File: src/vcws_pkg.sv
// Package for the viewport chunk window splitter.
// Holds the payload, configuration and job types, the slot and register codes
// and the reset values. No dependencies.
`default_nettype none

package vcws_pkg;

  localparam int MAX_CHUNK_DIM  = 256;
  localparam int MAX_WINDOW_DIM = 63;
  localparam int QUEUE_DEPTH    = 2;

  localparam logic [7:0] TILE_SIZE_RST   = 8'd16;
  localparam logic [5:0] WINDOW_COLS_RST = 6'd10;
  localparam logic [5:0] WINDOW_ROWS_RST = 6'd9;
  localparam logic [5:0] PLAYER_COL_RST  = 6'd4;
  localparam logic [5:0] PLAYER_ROW_RST  = 6'd4;
  localparam logic [8:0] CHUNK_COLS_RST  = 9'd16;
  localparam logic [8:0] CHUNK_ROWS_RST  = 9'd16;

  localparam logic signed [1:0] STEP_NONE = 2'sb00;
  localparam logic signed [1:0] STEP_INC  = 2'sb01;
  localparam logic signed [1:0] STEP_DEC  = 2'sb11;

  typedef enum logic [2:0] {
    REG_TILE_SIZE   = 3'd0,
    REG_WINDOW_COLS = 3'd1,
    REG_WINDOW_ROWS = 3'd2,
    REG_PLAYER_COL  = 3'd3,
    REG_PLAYER_ROW  = 3'd4,
    REG_CHUNK_COLS  = 3'd5,
    REG_CHUNK_ROWS  = 3'd6
  } vcws_reg_t;

  typedef enum logic [1:0] {
    SLOT_CUR  = 2'd0,
    SLOT_HORZ = 2'd1,
    SLOT_VERT = 2'd2,
    SLOT_DIAG = 2'd3
  } vcws_slot_t;

  typedef struct packed {
    logic        [7:0]  rel_col;
    logic        [7:0]  rel_row;
    logic signed [15:0] cur_chunk_x;
    logic signed [15:0] cur_chunk_y;
    logic        [1:0]  focus_col;
    logic        [1:0]  focus_row;
    logic        [8:0]  neighbour_mask;
  } vcws_in_t;

  typedef struct packed {
    logic        [1:0]  slot;
    logic               present;
    logic signed [15:0] x_px;
    logic signed [15:0] y_px;
    logic        [8:0]  span_cols;
    logic        [8:0]  span_rows;
    logic        [7:0]  first_col;
    logic        [7:0]  first_row;
    logic signed [15:0] out_chunk_x;
    logic signed [15:0] out_chunk_y;
    logic               last;
  } vcws_out_t;

  typedef struct packed {
    logic [7:0] tile_size;
    logic [5:0] window_cols;
    logic [5:0] window_rows;
    logic [5:0] player_col;
    logic [5:0] player_row;
    logic [8:0] chunk_cols;
    logic [8:0] chunk_rows;
  } vcws_cfg_t;

  typedef struct packed {
    logic signed [15:0] org0;
    logic signed [15:0] org1;
    logic        [8:0]  span0;
    logic        [8:0]  span1;
    logic        [7:0]  first0;
    logic        [7:0]  first1;
    logic signed [1:0]  step;
  } vcws_axis_t;

  typedef struct packed {
    vcws_axis_t         h;
    vcws_axis_t         v;
    logic signed [15:0] cx;
    logic signed [15:0] cy;
    logic               p1;
    logic               p2;
    logic               p3;
  } vcws_job_t;

endpackage

`default_nettype wire

File: src/vcws_front.sv
// Front end: accepts requests and splits both axes in two register stages.
// Depends on vcws_pkg.
`default_nettype none

module vcws_front (
  input  wire logic              clk,
  input  wire logic              rst,
  input  wire vcws_pkg::vcws_cfg_t cfg,
  input  wire logic              req_valid,
  output logic                   req_stall,
  input  wire vcws_pkg::vcws_in_t  req,
  output logic                   push_valid,
  input  wire logic              push_ready,
  output vcws_pkg::vcws_job_t    push_job
);
  import vcws_pkg::*;

  typedef struct packed {
    logic signed [1:0]  step;
    logic signed [11:0] span0;
    logic signed [11:0] span1;
    logic signed [11:0] first0;
    logic signed [11:0] first1;
    logic        [6:0]  mul_op;
  } vcws_pre_t;

  typedef struct packed {
    vcws_pre_t          h;
    vcws_pre_t          v;
    logic signed [15:0] cx;
    logic signed [15:0] cy;
    logic               p1;
    logic               p2;
    logic               p3;
  } vcws_stage_t;

  function automatic vcws_pre_t axis_pre(input logic [7:0] rel, input logic [5:0] player,
                                         input logic [5:0] win, input logic [8:0] csz);
    vcws_pre_t          r;
    logic signed [11:0] lead;
    logic signed [11:0] room;
    logic signed [11:0] inv;
    logic signed [11:0] u;
    logic signed [11:0] v;
    logic signed [11:0] s0;
    lead = $signed({4'd0, rel}) - $signed({6'd0, player}) - 12'sd1;
    room = $signed({3'd0, csz}) - $signed({4'd0, rel}) - 12'sd1;
    inv  = $signed({6'd0, win}) - $signed({6'd0, player}) - 12'sd1;
    s0   = $signed({6'd0, win}) + 12'sd2;
    u    = 12'sd0 - lead;
    v    = 12'sd0;
    r.step   = STEP_NONE;
    r.span1  = 12'sd0;
    r.first0 = 12'sd0;
    r.first1 = 12'sd0;
    r.mul_op = 7'd0;
    if (lead < 12'sd0) begin
      s0       = s0 - u;
      r.span1  = u;
      r.first1 = $signed({3'd0, csz}) - u;
      r.step   = STEP_DEC;
      r.mul_op = 7'(u - 12'sd1);
    end else begin
      r.first0 = lead;
      if (inv < 12'sd0) begin
        inv = 12'sd0;
      end
      if (room >= 12'sd0 && room < inv + 12'sd1) begin
        v        = inv + 12'sd1 - room;
        s0       = s0 - v;
        r.span1  = v;
        r.step   = STEP_INC;
        r.mul_op = 7'(s0 - 12'sd1);
      end
    end
    r.span0 = s0;
    return r;
  endfunction

  function automatic logic cell_exists(input logic [8:0] mask, input logic [1:0] fc,
                                       input logic [1:0] fr, input logic signed [1:0] dc,
                                       input logic signed [1:0] dr);
    logic signed [3:0] c;
    logic signed [3:0] r;
    logic        [3:0] idx;
    c   = $signed({2'd0, fc}) + $signed({{2{dc[1]}}, dc});
    r   = $signed({2'd0, fr}) + $signed({{2{dr[1]}}, dr});
    idx = {2'd0, c[1:0]} * 4'd3 + {2'd0, r[1:0]};
    if (c < 4'sd0 || c > 4'sd2 || r < 4'sd0 || r > 4'sd2) begin
      return 1'b0;
    end
    return mask[idx];
  endfunction

  function automatic logic [8:0] clamp_span(input logic signed [11:0] s, input logic [8:0] csz);
    logic signed [11:0] c;
    logic signed [11:0] r;
    c = $signed({3'd0, csz});
    r = s;
    if (r > c) begin
      r = c;
    end
    if (r < 12'sd0) begin
      r = 12'sd0;
    end
    return r[8:0];
  endfunction

  function automatic logic [7:0] clamp_first(input logic signed [11:0] f);
    if (f < 12'sd0) begin
      return 8'd0;
    end
    if (f > 12'sd255) begin
      return 8'd255;
    end
    return f[7:0];
  endfunction

  function automatic vcws_axis_t axis_finish(input vcws_pre_t p, input logic [7:0] t,
                                             input logic [8:0] csz);
    vcws_axis_t         a;
    logic        [14:0] prod;
    logic signed [15:0] pos;
    logic signed [15:0] neg_t;
    prod  = {7'd0, t} * {8'd0, p.mul_op};
    pos   = $signed({1'b0, prod});
    neg_t = 16'sd0 - $signed({8'd0, t});
    a.org0 = (p.step == STEP_DEC) ? pos : neg_t;
    priority if (p.step == STEP_DEC) begin
      a.org1 = neg_t;
    end else if (p.step == STEP_INC) begin
      a.org1 = pos;
    end else begin
      a.org1 = 16'sd0;
    end
    a.span0  = clamp_span(p.span0, csz);
    a.span1  = clamp_span(p.span1, csz);
    a.first0 = clamp_first(p.first0);
    a.first1 = clamp_first(p.first1);
    a.step   = p.step;
    return a;
  endfunction

  logic        s1_valid;
  logic        s2_valid;
  vcws_stage_t s1;
  vcws_stage_t s1_next;
  vcws_job_t   s2;
  logic        en1;
  logic        en2;

  assign en2        = !s2_valid || push_ready;
  assign en1        = !s1_valid || en2;
  assign req_stall  = !en1;
  assign push_valid = s2_valid;
  assign push_job   = s2;

  always_comb begin
    s1_next.h  = axis_pre(req.rel_col, cfg.player_col, cfg.window_cols, cfg.chunk_cols);
    s1_next.v  = axis_pre(req.rel_row, cfg.player_row, cfg.window_rows, cfg.chunk_rows);
    s1_next.cx = req.cur_chunk_x;
    s1_next.cy = req.cur_chunk_y;
    s1_next.p1 = (s1_next.h.step != STEP_NONE) &&
                 cell_exists(req.neighbour_mask, req.focus_col, req.focus_row,
                             s1_next.h.step, STEP_NONE);
    s1_next.p2 = (s1_next.v.step != STEP_NONE) &&
                 cell_exists(req.neighbour_mask, req.focus_col, req.focus_row,
                             STEP_NONE, s1_next.v.step);
    s1_next.p3 = s1_next.p1 && s1_next.p2 &&
                 cell_exists(req.neighbour_mask, req.focus_col, req.focus_row,
                             s1_next.h.step, s1_next.v.step);
  end

  always_ff @(posedge clk) begin
    if (rst) begin
      s1_valid <= 1'b0;
      s2_valid <= 1'b0;
    end else begin
      if (en1) begin
        s1_valid <= req_valid;
      end
      if (en2) begin
        s2_valid <= s1_valid;
      end
    end
  end

  always_ff @(posedge clk) begin
    if (en1) begin
      s1 <= s1_next;
    end
    if (en2) begin
      s2.h  <= axis_finish(s1.h, cfg.tile_size, cfg.chunk_cols);
      s2.v  <= axis_finish(s1.v, cfg.tile_size, cfg.chunk_rows);
      s2.cx <= s1.cx;
      s2.cy <= s1.cy;
      s2.p1 <= s1.p1;
      s2.p2 <= s1.p2;
      s2.p3 <= s1.p3;
    end
  end

endmodule

`default_nettype wire

File: src/vcws_queue.sv
// Short job queue between the front end and the back end.
// Depends on vcws_pkg.
`default_nettype none

module vcws_queue (
  input  wire logic                clk,
  input  wire logic                rst,
  input  wire logic                push_valid,
  output logic                     push_ready,
  input  wire vcws_pkg::vcws_job_t push_job,
  output logic                     head_valid,
  input  wire logic                pop,
  output vcws_pkg::vcws_job_t      head_job
);
  import vcws_pkg::*;

  localparam int PTR_W = (QUEUE_DEPTH > 1) ? $clog2(QUEUE_DEPTH) : 1;
  localparam int CNT_W = $clog2(QUEUE_DEPTH + 1);
  localparam logic [PTR_W-1:0] LAST_PTR = PTR_W'(QUEUE_DEPTH - 1);
  localparam logic [CNT_W-1:0] FULL_CNT = CNT_W'(QUEUE_DEPTH);

  vcws_job_t        entries [QUEUE_DEPTH];
  logic [PTR_W-1:0] wr_ptr;
  logic [PTR_W-1:0] rd_ptr;
  logic [CNT_W-1:0] count;
  logic             push;
  logic             take;

  assign push_ready = (count != FULL_CNT);
  assign head_valid = (count != '0);
  assign head_job   = entries[rd_ptr];
  assign push       = push_valid && push_ready;
  assign take       = pop && head_valid;

  always_ff @(posedge clk) begin
    if (rst) begin
      wr_ptr <= '0;
      rd_ptr <= '0;
      count  <= '0;
    end else begin
      if (push) begin
        wr_ptr <= (wr_ptr == LAST_PTR) ? '0 : wr_ptr + PTR_W'(1);
      end
      if (take) begin
        rd_ptr <= (rd_ptr == LAST_PTR) ? '0 : rd_ptr + PTR_W'(1);
      end
      if (push && !take) begin
        count <= count + CNT_W'(1);
      end else if (take && !push) begin
        count <= count - CNT_W'(1);
      end
    end
  end

  always_ff @(posedge clk) begin
    if (push) begin
      entries[wr_ptr] <= push_job;
    end
  end

endmodule

`default_nettype wire

File: src/vcws_back.sv
// Back end: walks the four slots of the head job and drives the output register.
// Depends on vcws_pkg.
`default_nettype none

module vcws_back (
  input  wire logic                clk,
  input  wire logic                rst,
  input  wire logic                head_valid,
  input  wire vcws_pkg::vcws_job_t head_job,
  output logic                     pop,
  output logic                     rect_valid,
  input  wire logic                rect_stall,
  output vcws_pkg::vcws_out_t      rect
);
  import vcws_pkg::*;

  vcws_slot_t         slot;
  vcws_slot_t         slot_next;
  vcws_out_t          beat;
  logic               load;
  logic signed [15:0] nx;
  logic signed [15:0] ny;

  assign load = head_valid && (!rect_valid || !rect_stall);
  assign pop  = load && (slot == SLOT_DIAG);
  assign nx   = head_job.cx + {{14{head_job.h.step[1]}}, head_job.h.step};
  assign ny   = head_job.cy + {{14{head_job.v.step[1]}}, head_job.v.step};

  always_comb begin
    slot_next = vcws_slot_t'(2'(slot + 2'd1));
    beat      = '0;
    unique case (slot)
      SLOT_CUR: begin
        beat.present     = 1'b1;
        beat.x_px        = head_job.h.org0;
        beat.y_px        = head_job.v.org0;
        beat.span_cols   = head_job.h.span0;
        beat.span_rows   = head_job.v.span0;
        beat.first_col   = head_job.h.first0;
        beat.first_row   = head_job.v.first0;
        beat.out_chunk_x = head_job.cx;
        beat.out_chunk_y = head_job.cy;
      end
      SLOT_HORZ: begin
        beat.present     = head_job.p1;
        beat.x_px        = head_job.h.org1;
        beat.y_px        = head_job.v.org0;
        beat.span_cols   = head_job.h.span1;
        beat.span_rows   = head_job.v.span0;
        beat.first_col   = head_job.h.first1;
        beat.first_row   = head_job.v.first0;
        beat.out_chunk_x = nx;
        beat.out_chunk_y = head_job.cy;
      end
      SLOT_VERT: begin
        beat.present     = head_job.p2;
        beat.x_px        = head_job.h.org0;
        beat.y_px        = head_job.v.org1;
        beat.span_cols   = head_job.h.span0;
        beat.span_rows   = head_job.v.span1;
        beat.first_col   = head_job.h.first0;
        beat.first_row   = head_job.v.first1;
        beat.out_chunk_x = head_job.cx;
        beat.out_chunk_y = ny;
      end
      SLOT_DIAG: begin
        beat.present     = head_job.p3;
        beat.x_px        = head_job.h.org1;
        beat.y_px        = head_job.v.org1;
        beat.span_cols   = head_job.h.span1;
        beat.span_rows   = head_job.v.span1;
        beat.first_col   = head_job.h.first1;
        beat.first_row   = head_job.v.first1;
        beat.out_chunk_x = nx;
        beat.out_chunk_y = ny;
      end
      default: begin
        beat.present = 1'b0;
      end
    endcase
    if (!beat.present) begin
      beat = '0;
    end
    beat.slot = slot;
    beat.last = (slot == SLOT_DIAG);
  end

  always_ff @(posedge clk) begin
    if (rst) begin
      slot       <= SLOT_CUR;
      rect_valid <= 1'b0;
    end else begin
      if (load) begin
        slot       <= slot_next;
        rect_valid <= 1'b1;
      end else if (!rect_stall) begin
        rect_valid <= 1'b0;
      end
    end
  end

  always_ff @(posedge clk) begin
    if (load) begin
      rect <= beat;
    end
  end

endmodule

`default_nettype wire

File: src/viewport_chunk_window_split.sv
// The first beat of a request passes the front-end registers s1 and s2, a queue entry
// and the output register rect. Each request gives four beats, one per slot in order,
// and the back end pops a job only at its last slot, so the next job waits for that walk.
// A request is taken each cycle while the two-entry job queue has room.
// Reset loads the register defaults and empties the pipeline, queue and output.
`default_nettype none

module viewport_chunk_window_split (
  input  wire logic                clk,
  input  wire logic                rst,
  input  wire logic                cfg_we,
  input  wire logic [2:0]          cfg_index,
  input  wire logic [8:0]          cfg_data,
  input  wire logic                req_valid,
  output logic                     req_stall,
  input  wire vcws_pkg::vcws_in_t  req,
  output logic                     rect_valid,
  input  wire logic                rect_stall,
  output vcws_pkg::vcws_out_t      rect
);
  import vcws_pkg::*;

  vcws_cfg_t  cfg;
  logic       push_valid;
  logic       push_ready;
  vcws_job_t  push_job;
  logic       head_valid;
  logic       pop;
  vcws_job_t  head_job;
  logic [5:0] win_sat;
  logic [8:0] chunk_sat;

  assign win_sat   = (32'(cfg_data[5:0]) > MAX_WINDOW_DIM) ? 6'(MAX_WINDOW_DIM) : cfg_data[5:0];
  assign chunk_sat = (32'(cfg_data) > MAX_CHUNK_DIM) ? 9'(MAX_CHUNK_DIM) : cfg_data;

  always_ff @(posedge clk) begin
    if (rst) begin
      cfg.tile_size   <= TILE_SIZE_RST;
      cfg.window_cols <= WINDOW_COLS_RST;
      cfg.window_rows <= WINDOW_ROWS_RST;
      cfg.player_col  <= PLAYER_COL_RST;
      cfg.player_row  <= PLAYER_ROW_RST;
      cfg.chunk_cols  <= CHUNK_COLS_RST;
      cfg.chunk_rows  <= CHUNK_ROWS_RST;
    end else if (cfg_we) begin
      unique case (vcws_reg_t'(cfg_index))
        REG_TILE_SIZE:   cfg.tile_size   <= cfg_data[7:0];
        REG_WINDOW_COLS: cfg.window_cols <= win_sat;
        REG_WINDOW_ROWS: cfg.window_rows <= win_sat;
        REG_PLAYER_COL:  cfg.player_col  <= cfg_data[5:0];
        REG_PLAYER_ROW:  cfg.player_row  <= cfg_data[5:0];
        REG_CHUNK_COLS:  cfg.chunk_cols  <= chunk_sat;
        REG_CHUNK_ROWS:  cfg.chunk_rows  <= chunk_sat;
        default: begin
        end
      endcase
    end
  end

  vcws_front u_front (
    .clk        (clk),
    .rst        (rst),
    .cfg        (cfg),
    .req_valid  (req_valid),
    .req_stall  (req_stall),
    .req        (req),
    .push_valid (push_valid),
    .push_ready (push_ready),
    .push_job   (push_job)
  );

  vcws_queue u_queue (
    .clk        (clk),
    .rst        (rst),
    .push_valid (push_valid),
    .push_ready (push_ready),
    .push_job   (push_job),
    .head_valid (head_valid),
    .pop        (pop),
    .head_job   (head_job)
  );

  vcws_back u_back (
    .clk        (clk),
    .rst        (rst),
    .head_valid (head_valid),
    .head_job   (head_job),
    .pop        (pop),
    .rect_valid (rect_valid),
    .rect_stall (rect_stall),
    .rect       (rect)
  );

endmodule

`default_nettype wire
File: config.mk
export PLATFORM = sky130hd
export DESIGN_NAME = viewport_chunk_window_split
export DESIGN_NICKNAME = d
export VERILOG_FILES = /design/src/vcws_pkg.sv /design/src/vcws_front.sv /design/src/vcws_queue.sv /design/src/vcws_back.sv /design/src/viewport_chunk_window_split.sv
export SDC_FILE = /design/constraint.sdc
export NUM_CORES = 2
export LEC_CHECK = 0
export ABC_AREA = 1
export BUFFER_PORTS_ARGS = -buffer_cell sky130_fd_sc_hd__buf_4
export CAP_MARGIN = 30
export CORE_ASPECT_RATIO = 1.25
export CORE_UTILIZATION = 25
export CTS_CLUSTER_DIAMETER = 120
export DETAILED_ROUTE_END_ITERATION = 12
export GPL_TIMING_DRIVEN = 1
export PLACE_DENSITY = 0.46
export SLEW_MARGIN = 0
export SYNTH_ARGS = -nofsm -noshare
export SYNTH_HDL_FRONTEND = slang
export SYNTH_SLANG_ARGS = --single-unit
File: constraint.sdc
create_clock -name clk -period 11.5 [get_ports clk]
set_input_delay 1.15 -clock clk [delete_from_list [all_inputs] [get_ports clk]]
set_output_delay 1.15 -clock clk [all_outputs]
set_load 0.01 [all_outputs]
# --- Yosys cells after proc, flatten, opt, wreduce, memory -nomap -nowiden ---
# Memories as Yosys holds them, arrays and structs flattened. A register that Yosys moved wholly into a read port is not among the register bits.
# Index checks and enable logic that the tools add are counted.
word_totals:
  register_bits: 481
  latchBits: 0
  ramBits: 342
  mem_bits_ro: 0
  out_inout_bits: 104
  wordCells: 303
  n_memories: 1
mem_list:
  columns: ["name", "words", "word_bits", "read_ports", "rd_clocked_by_memory_dff", "write_ports", "line", "text"]
  rows:
  - ["u_queue.entries", 2, 171, 1, 1, 1, "vcws_queue.sv:22", "vcws_job_t entries [QUEUE_DEPTH];"]
op_classes:
  add_sub_neg: 43
  multipliers: 4
  div: 0
  order_cmp: 36
  eq_ne: 15
  shift: 0
  mux: 98
  bitwise_logic: 0
  reduce_logical: 43
op_table:
  columns: ["cell", "count"]
  rows:
  - ["99-bit one-hot mux with 4 select lines", 1]
  - ["12-bit 2-to-1 mux", 20]
  - ["12-bit by 1-bit less-than comparator with 1-bit output (second input constant)", 12]
  - ["8-bit 2-to-1 mux", 16]
  - ["100-bit 2-to-1 mux", 1]
  - ["12-bit by 2-bit subtractor with 12-bit output (second input constant)", 6]
  - ["15-bit 2-to-1 mux", 4]
  - ["12-bit by 10-bit > comparator with 1-bit output", 4]
  - ["12-bit by 9-bit > comparator with 1-bit output (second input constant)", 4]
  - ["8-bit by 12-bit subtractor with 12-bit output", 4]
  - ["1-bit 2-to-1 mux", 42]
  - ["16-bit adder", 2]
  - ["16-bit 2-to-1 mux", 2]
  - ["8-bit by 7-bit multiplier with 15-bit output", 2]
  - ["7-bit 2-to-1 mux", 4]
  - ["7-bit by 2-bit subtractor with 7-bit output (second input constant)", 4]
  - ["12-bit by 2-bit adder with 12-bit output (second input constant)", 2]
  - ["12-bit by 1-bit greater-or-equal comparator with 1-bit output (second input constant)", 2]
  - ["12-bit less-than comparator", 2]
  - ["1-bit by 12-bit subtractor with 12-bit output (first input constant)", 2]
  - ["10-bit by 12-bit subtractor with 12-bit output", 2]
  - ["12-bit subtractor", 2]
  - ["9-bit by 8-bit subtractor with 10-bit output", 2]
  - ["8-bit by 6-bit subtractor with 9-bit output", 2]
  - ["other kinds (32)", 95]

# --- Logic depth before layout (Yosys ltp) ---
depth:
  word_depth: 20
  mapped_depth: 44
  mapped_depth_nobuf: 44

# --- Hierarchy ---
# From an unflattened synthesis, not the netlist that was laid out.
unflattened:
  cells_unflattened: 4272
  hier_area_um2: 45123.3
by_module_without_submodules:
  columns: ["module", "instances", "cells_per_inst", "area_per_inst_um2", "seq_area_each_um2"]
  rows:
  - ["vcws_front", 1, 2660, 23875.4, 9529.1]
  - ["vcws_queue", 1, 569, 12936.2, 10369.9]
  - ["vcws_back", 1, 810, 6457.4, 3123.0]
  - ["viewport_chunk_window_split", 1, 233, 1854.3, 1001.0]

# --- Least setup slack after synthesis ---
# No wires, ideal clock.
synth_path:
  kind: "reg-to-reg"
  startpoint: "register u_queue.count[0]"
  endpoint: "memory u_queue.entries[1][0] (netlist bit), enable pin"
  setup_ns: 0.705
  arrival_time_ns: 7.782
  setup_slack_ns: 3.013
  path_stages_with_launch: 5
  path_cell_list: "dfxtp_1 -> inv_1 -> a21oi_1 -> inv_1 -> nor2_1"
synth_via:
  elab_chain_len: 4
synth_lines:
  columns: ["item", "line", "text"]
  rows:
  - ["start: declaration", "vcws_queue.sv:25", "logic [CNT_W-1:0] count;"]
  - ["start signal: assignment", "vcws_queue.sv:48", "count <= count + CNT_W'(1);"]
  - ["start signal: assignment", "vcws_queue.sv:50", "count <= count - CNT_W'(1);"]
  - ["2-bit != test", "vcws_queue.sv:29", "assign push_ready = (count != FULL_CNT);"]
  - ["1-bit logical AND", "vcws_queue.sv:32", "assign push = push_valid && push_ready;"]
  - ["via u_queue.push", "vcws_queue.sv:26", "logic push;"]
  - ["1-bit 2-to-1 mux", "vcws_queue.sv:56", "if (push) begin"]
  - ["1-bit 2-to-1 mux (not written as such)", "vcws_queue.sv:57", "entries[wr_ptr] <= push_job;"]
  - ["end: declaration", "vcws_queue.sv:22", null]
# The timed path passes the listed nets, and every way through them passes these cells.

==> impl_metrics.env <==
export IMPL_antenna_violating_nets_post_route=0
export IMPL_yosys_warnings=0
export IMPL_later_pin_clock_latency_in_the_skew_report_ps=710
export IMPL_grt_max_degree=83
export IMPL_grt_overflow_total=0
export IMPL_finalCritPeriodShare=0.631
export IMPL_end_kind="register"
export IMPL_power_switching_fraction=0.306
export IMPL_slew_limit_headroom=0.350
export IMPL_synth_enable_flop_cells=764
export IMPL_floorplan_die_width_microns=379
export IMPL_final_setup_skew_ps=36.5
export IMPL_buffer_count_from_post_cts_setup_fixing=0
export IMPL_area_delta_synth_final_pct=16.7
export IMPL_timing_setup_tns_ps=0
export IMPL_critical_path_class="reg2reg"
export IMPL_share_seq_of_total_power=0.427
export IMPL_post_cts_hold_buffer_count=0
export IMPL_die_height_microns=474
export IMPL_cts_buffers=93
export IMPL_crit_arrival_ps=7820
export IMPL_dieArea_sq_mm=0.180
export IMPL_cp_data_required_time_ps=12060
export IMPL_hold_worst_slack_ps=413
export IMPL_leak_pwr_nw=21.9
export IMPL_netlist_area_sq_mm=0.0445
export IMPL_route_detailed_wl_per_inst_microns=17.2
export IMPL_worst_slew_pin_slew_ps=972
export IMPL_clock_tree_htree_level_count=3
export IMPL_cts_path_max_buffers=3
export IMPL_utilization=0.294
export IMPL_cp_start_kind="register"
export IMPL_detailedRoute_firstIterationViolations=2152
export IMPL_worst_ir_drop_vdd_v=0.000105
export IMPL_floorplan_io_pins=182
export IMPL_layout_filler_cells=18278
export IMPL_power_density_mw_per_mm2=168
export IMPL_dr_pass1_iters=7
export IMPL_final_setup_violation_count=0
export IMPL_critPathMaxStageDelay_ps=590
export IMPL_number_of_antenna_violations_at_the_first_check_in_global_routing=2
export IMPL_cts_clk_slew_worst_paths_ps=60
export IMPL_cellInternalPower_mw=6.06
export IMPL_timing_hold_worst_start="u_front.s1[24]$_DFFE_PN_"
export IMPL_syn_mean_instance_area_sq_um=10.0
export IMPL_std_cell_rows=172
export IMPL_synth_async_sr_flop_share=0
export IMPL_vias_per_cell=4.41
export IMPL_comb_pwr_share=0.224
export IMPL_slew_viol_final=0
export IMPL_layout_drive_gt1_share=0.0889
export IMPL_most_instantiated_flip_flop_cell_in_the_synthesis_netlist="sky130_fd_sc_hd__edfxtp_1"
export IMPL_path_common_cell="sky130_fd_sc_hd__nand2_1"
export IMPL_total_switching_power_mw=2.68
export IMPL_rrSetupSlack_ps=4240
export IMPL_route_detailed_drc=0
export IMPL_final_period_minus_worst_setup_slack_ps=7260
export IMPL_route_final_wire_length_microns=121000
export IMPL_port_buffers=181
export IMPL_synth_seq_cells=824
export IMPL_grtUsageTotal=0.134
export IMPL_crit_path_start="cfg[30]$_SDFFE_PP1P_"
export IMPL_synthDistinctLibCells=60
export IMPL_rsz0062_at_grt="no"
export IMPL_min_delay_path_class="reg2reg"
export IMPL_hold_violations=0
export IMPL_cap_viol_max_count=0
export IMPL_cts_tree="built"
export IMPL_start_util=0.252
export IMPL_seq_area_frac_synth=0.543
export IMPL_globalplace_congestion=0.865
export IMPL_grt_pass1_wl_microns=185000
export IMPL_via_count_of_the_first_global_routing_pass=30878
export IMPL_crit_fanout=6
export IMPL_r2r_start="cfg[30]$_SDFFE_PP1P_"
export IMPL_outcome="completed"
export IMPL_placeableCoreArea_sq_mm=0.176
export IMPL_fin_nets=5059
export IMPL_dr_total_vias=31117
export IMPL_power_share_clock=0.349
export IMPL_netlist_instances=4430
export IMPL_postCtsResizedCells=0
export IMPL_hpwl_microns=88600
export IMPL_fmax_ghz=0.138
export IMPL_clock_sink_count=824
export IMPL_layout_cells_non_filler=7052
export IMPL_dp_cells=6870
export IMPL_total_power_mw=8.74
export IMPL_crit_path_top_delay_cell="sky130_fd_sc_hd__fa_1"
export IMPL_clk_root_buffer_cell="sky130_fd_sc_hd__clkbuf_16"
## cell usage after synthesis (4+ instances only)
master,instances,area [sq um]
sky130_fd_sc_hd__a21o_1,12,90.1
sky130_fd_sc_hd__a21oi_1,279,1400
sky130_fd_sc_hd__a31oi_1,11,68.8
sky130_fd_sc_hd__buf_1,12,45.0
sky130_fd_sc_hd__buf_2,12,60.1
sky130_fd_sc_hd__clkbuf_1,103,387
sky130_fd_sc_hd__clkinv_1,5,18.8
sky130_fd_sc_hd__dfxtp_1,60,1200
sky130_fd_sc_hd__edfxtp_1,764,22900
sky130_fd_sc_hd__fa_1,80,1600
sky130_fd_sc_hd__ha_1,279,3490
sky130_fd_sc_hd__inv_1,584,2190
sky130_fd_sc_hd__inv_2,5,18.8
sky130_fd_sc_hd__mux2i_1,56,561
sky130_fd_sc_hd__nand2_1,837,3140
sky130_fd_sc_hd__nand2_2,11,68.8
sky130_fd_sc_hd__nand3_1,221,1110
sky130_fd_sc_hd__nand3b_1,13,97.6
sky130_fd_sc_hd__nand4_1,31,194
sky130_fd_sc_hd__nor2_1,334,1250
sky130_fd_sc_hd__nor2_2,4,25.0
sky130_fd_sc_hd__nor3_1,37,185
sky130_fd_sc_hd__nor3b_1,6,45.0
sky130_fd_sc_hd__nor4_1,12,75.1
sky130_fd_sc_hd__o211ai_1,14,105
sky130_fd_sc_hd__o21a_1,19,143
sky130_fd_sc_hd__o21ai_0,322,1610
sky130_fd_sc_hd__o21ai_1,9,45.0
sky130_fd_sc_hd__o21bai_1,16,120
sky130_fd_sc_hd__o22ai_1,81,507
sky130_fd_sc_hd__o31ai_1,5,37.5
sky130_fd_sc_hd__or2_2,22,138
sky130_fd_sc_hd__or3_1,4,25.0
sky130_fd_sc_hd__xnor2_1,46,403
sky130_fd_sc_hd__xor2_1,83,727
## logic make-up after synthesis
kind of cell,share of synthesized area
AO/OA/AOI/OAI,0.0964
XOR/XNOR,0.0265
adder cells (fa/ha/maj),0.114
buffers and inverters,0.0617
flip-flops,0.543
multiplexers,0.0126
other,0.0000843
AND/OR/NAND/NOR,0.145
## placed cells by master (no fill, tap or decap), types with 6 or more instances in the layout
master	count
sky130_fd_sc_hd__nand2_2	11
sky130_fd_sc_hd__nand3b_1	13
sky130_fd_sc_hd__nand4_1	31
sky130_fd_sc_hd__edfxtp_1	764
sky130_fd_sc_hd__clkinv_2	15
sky130_fd_sc_hd__dfxtp_1	59
sky130_fd_sc_hd__mux2i_1	56
sky130_fd_sc_hd__or2_2	22
sky130_fd_sc_hd__o21bai_1	16
sky130_fd_sc_hd__clkbuf_16	94
sky130_fd_sc_hd__o211ai_1	14
sky130_fd_sc_hd__nand3_1	221
sky130_fd_sc_hd__o21a_1	19
sky130_fd_sc_hd__clkinv_1	20
sky130_fd_sc_hd__nor2_1	332
sky130_fd_sc_hd__conb_1	10
sky130_fd_sc_hd__o21ai_0	322
sky130_fd_sc_hd__xor2_1	83
sky130_fd_sc_hd__xnor2_1	46
sky130_fd_sc_hd__ha_1	279
sky130_fd_sc_hd__nand2_1	837
sky130_fd_sc_hd__fa_1	80
sky130_fd_sc_hd__o21ai_1	9
sky130_fd_sc_hd__buf_4	209
sky130_fd_sc_hd__clkbuf_1	22
sky130_fd_sc_hd__a31oi_1	11
sky130_fd_sc_hd__bufinv_16	12
sky130_fd_sc_hd__o22ai_1	81
sky130_fd_sc_hd__nor4_1	12
sky130_fd_sc_hd__inv_2	6
sky130_fd_sc_hd__a21oi_1	279
sky130_fd_sc_hd__nor3b_1	6
sky130_fd_sc_hd__inv_1	578
sky130_fd_sc_hd__a21o_1	12
sky130_fd_sc_hd__nor3_1	37
## critical path, delay by kind of cell, from the launching register on
family / cells / cell delay [ps]
flip-flops: 1 / 290
AND/OR/NAND/NOR: 21 / 2460
XOR/XNOR: 1 / 230
adder cells (fa/ha/maj): 9 / 3200
buffers and inverters: 5 / 390
AO/OA/AOI/OAI: 5 / 540
## metal layers
| metal | global-route usage | share of wire | vias to the layer above |
|---|---|---|---|
| li1 | - | - | 15515 |
| met1 | 0.177 | 0.46 | 14826 |
| met2 | 0.223 | 0.47 | 611 |
| met3 | 0.0187 | 0.043 | 165 |
| met4 | 0.0449 | 0.028 | 0 |
| met5 | 0 | 0 | - |
## state kept, by name, summed over array words and instances, names as in the netlist, named ones only
name	cells
u_queue.entries	342
u_queue.rd_ptr	1
u_front.push_job	171
cfg	50
u_back.rect_valid	1
u_queue.wr_ptr	1
u_front.push_valid	1
u_back.slot	2
u_queue.count	2
u_back.rect	102
u_front.s1	149
u_front.s1_valid	1
## worst paths after layout
| kind | end | cells past startpoint |
|---|---|---|
| max | u_front.s1[0]$_DFFE_PN_ | 41 |
| min | u_front.push_job[24]$_DFFE_PP_ | 0 |
| min reg2reg | u_front.push_job[24]$_DFFE_PP_ | 0 |
| max reg2reg | u_front.s1[0]$_DFFE_PN_ | 41 |
## power groups by stage
stage | combinational (mW) | clock [mW] | sequential (mW)
global placement | 1.96 | 0 | 3.79
finish | 1.96 | 3.05 | 3.73
detailed placement | 1.97 | 0 | 3.80
floorplan | 1.37 | 0 | 3.74
CTS | 1.99 | 3.14 | 3.74
global route | 2.22 | 3.25 | 3.76
## per-stage QoR
step / worst slack (ps) / instance area (sq um)
after floorplan: 3010 / 44500
after global placement: 3880 / 48500
after detailed placement: 3800 / 48600
after CTS: 4230 / 51800
after global routing: 3560 / 51900
final: 4240 / 51900
## cell type report
type                       count  area [sq um]  share of cell area
sequential                   824         24100               0.465
multi-input combinational   2891         17600               0.340
tap                         2349          2940              0.0566
clock buffer                 116          2430              0.0469
inverter                     594          2240              0.0432
timing repair buffer         218          1760              0.0340
clock inverter                58           721              0.0139
antenna                        2          5.00           0.0000964
Power figures use the tool's default switching activity.
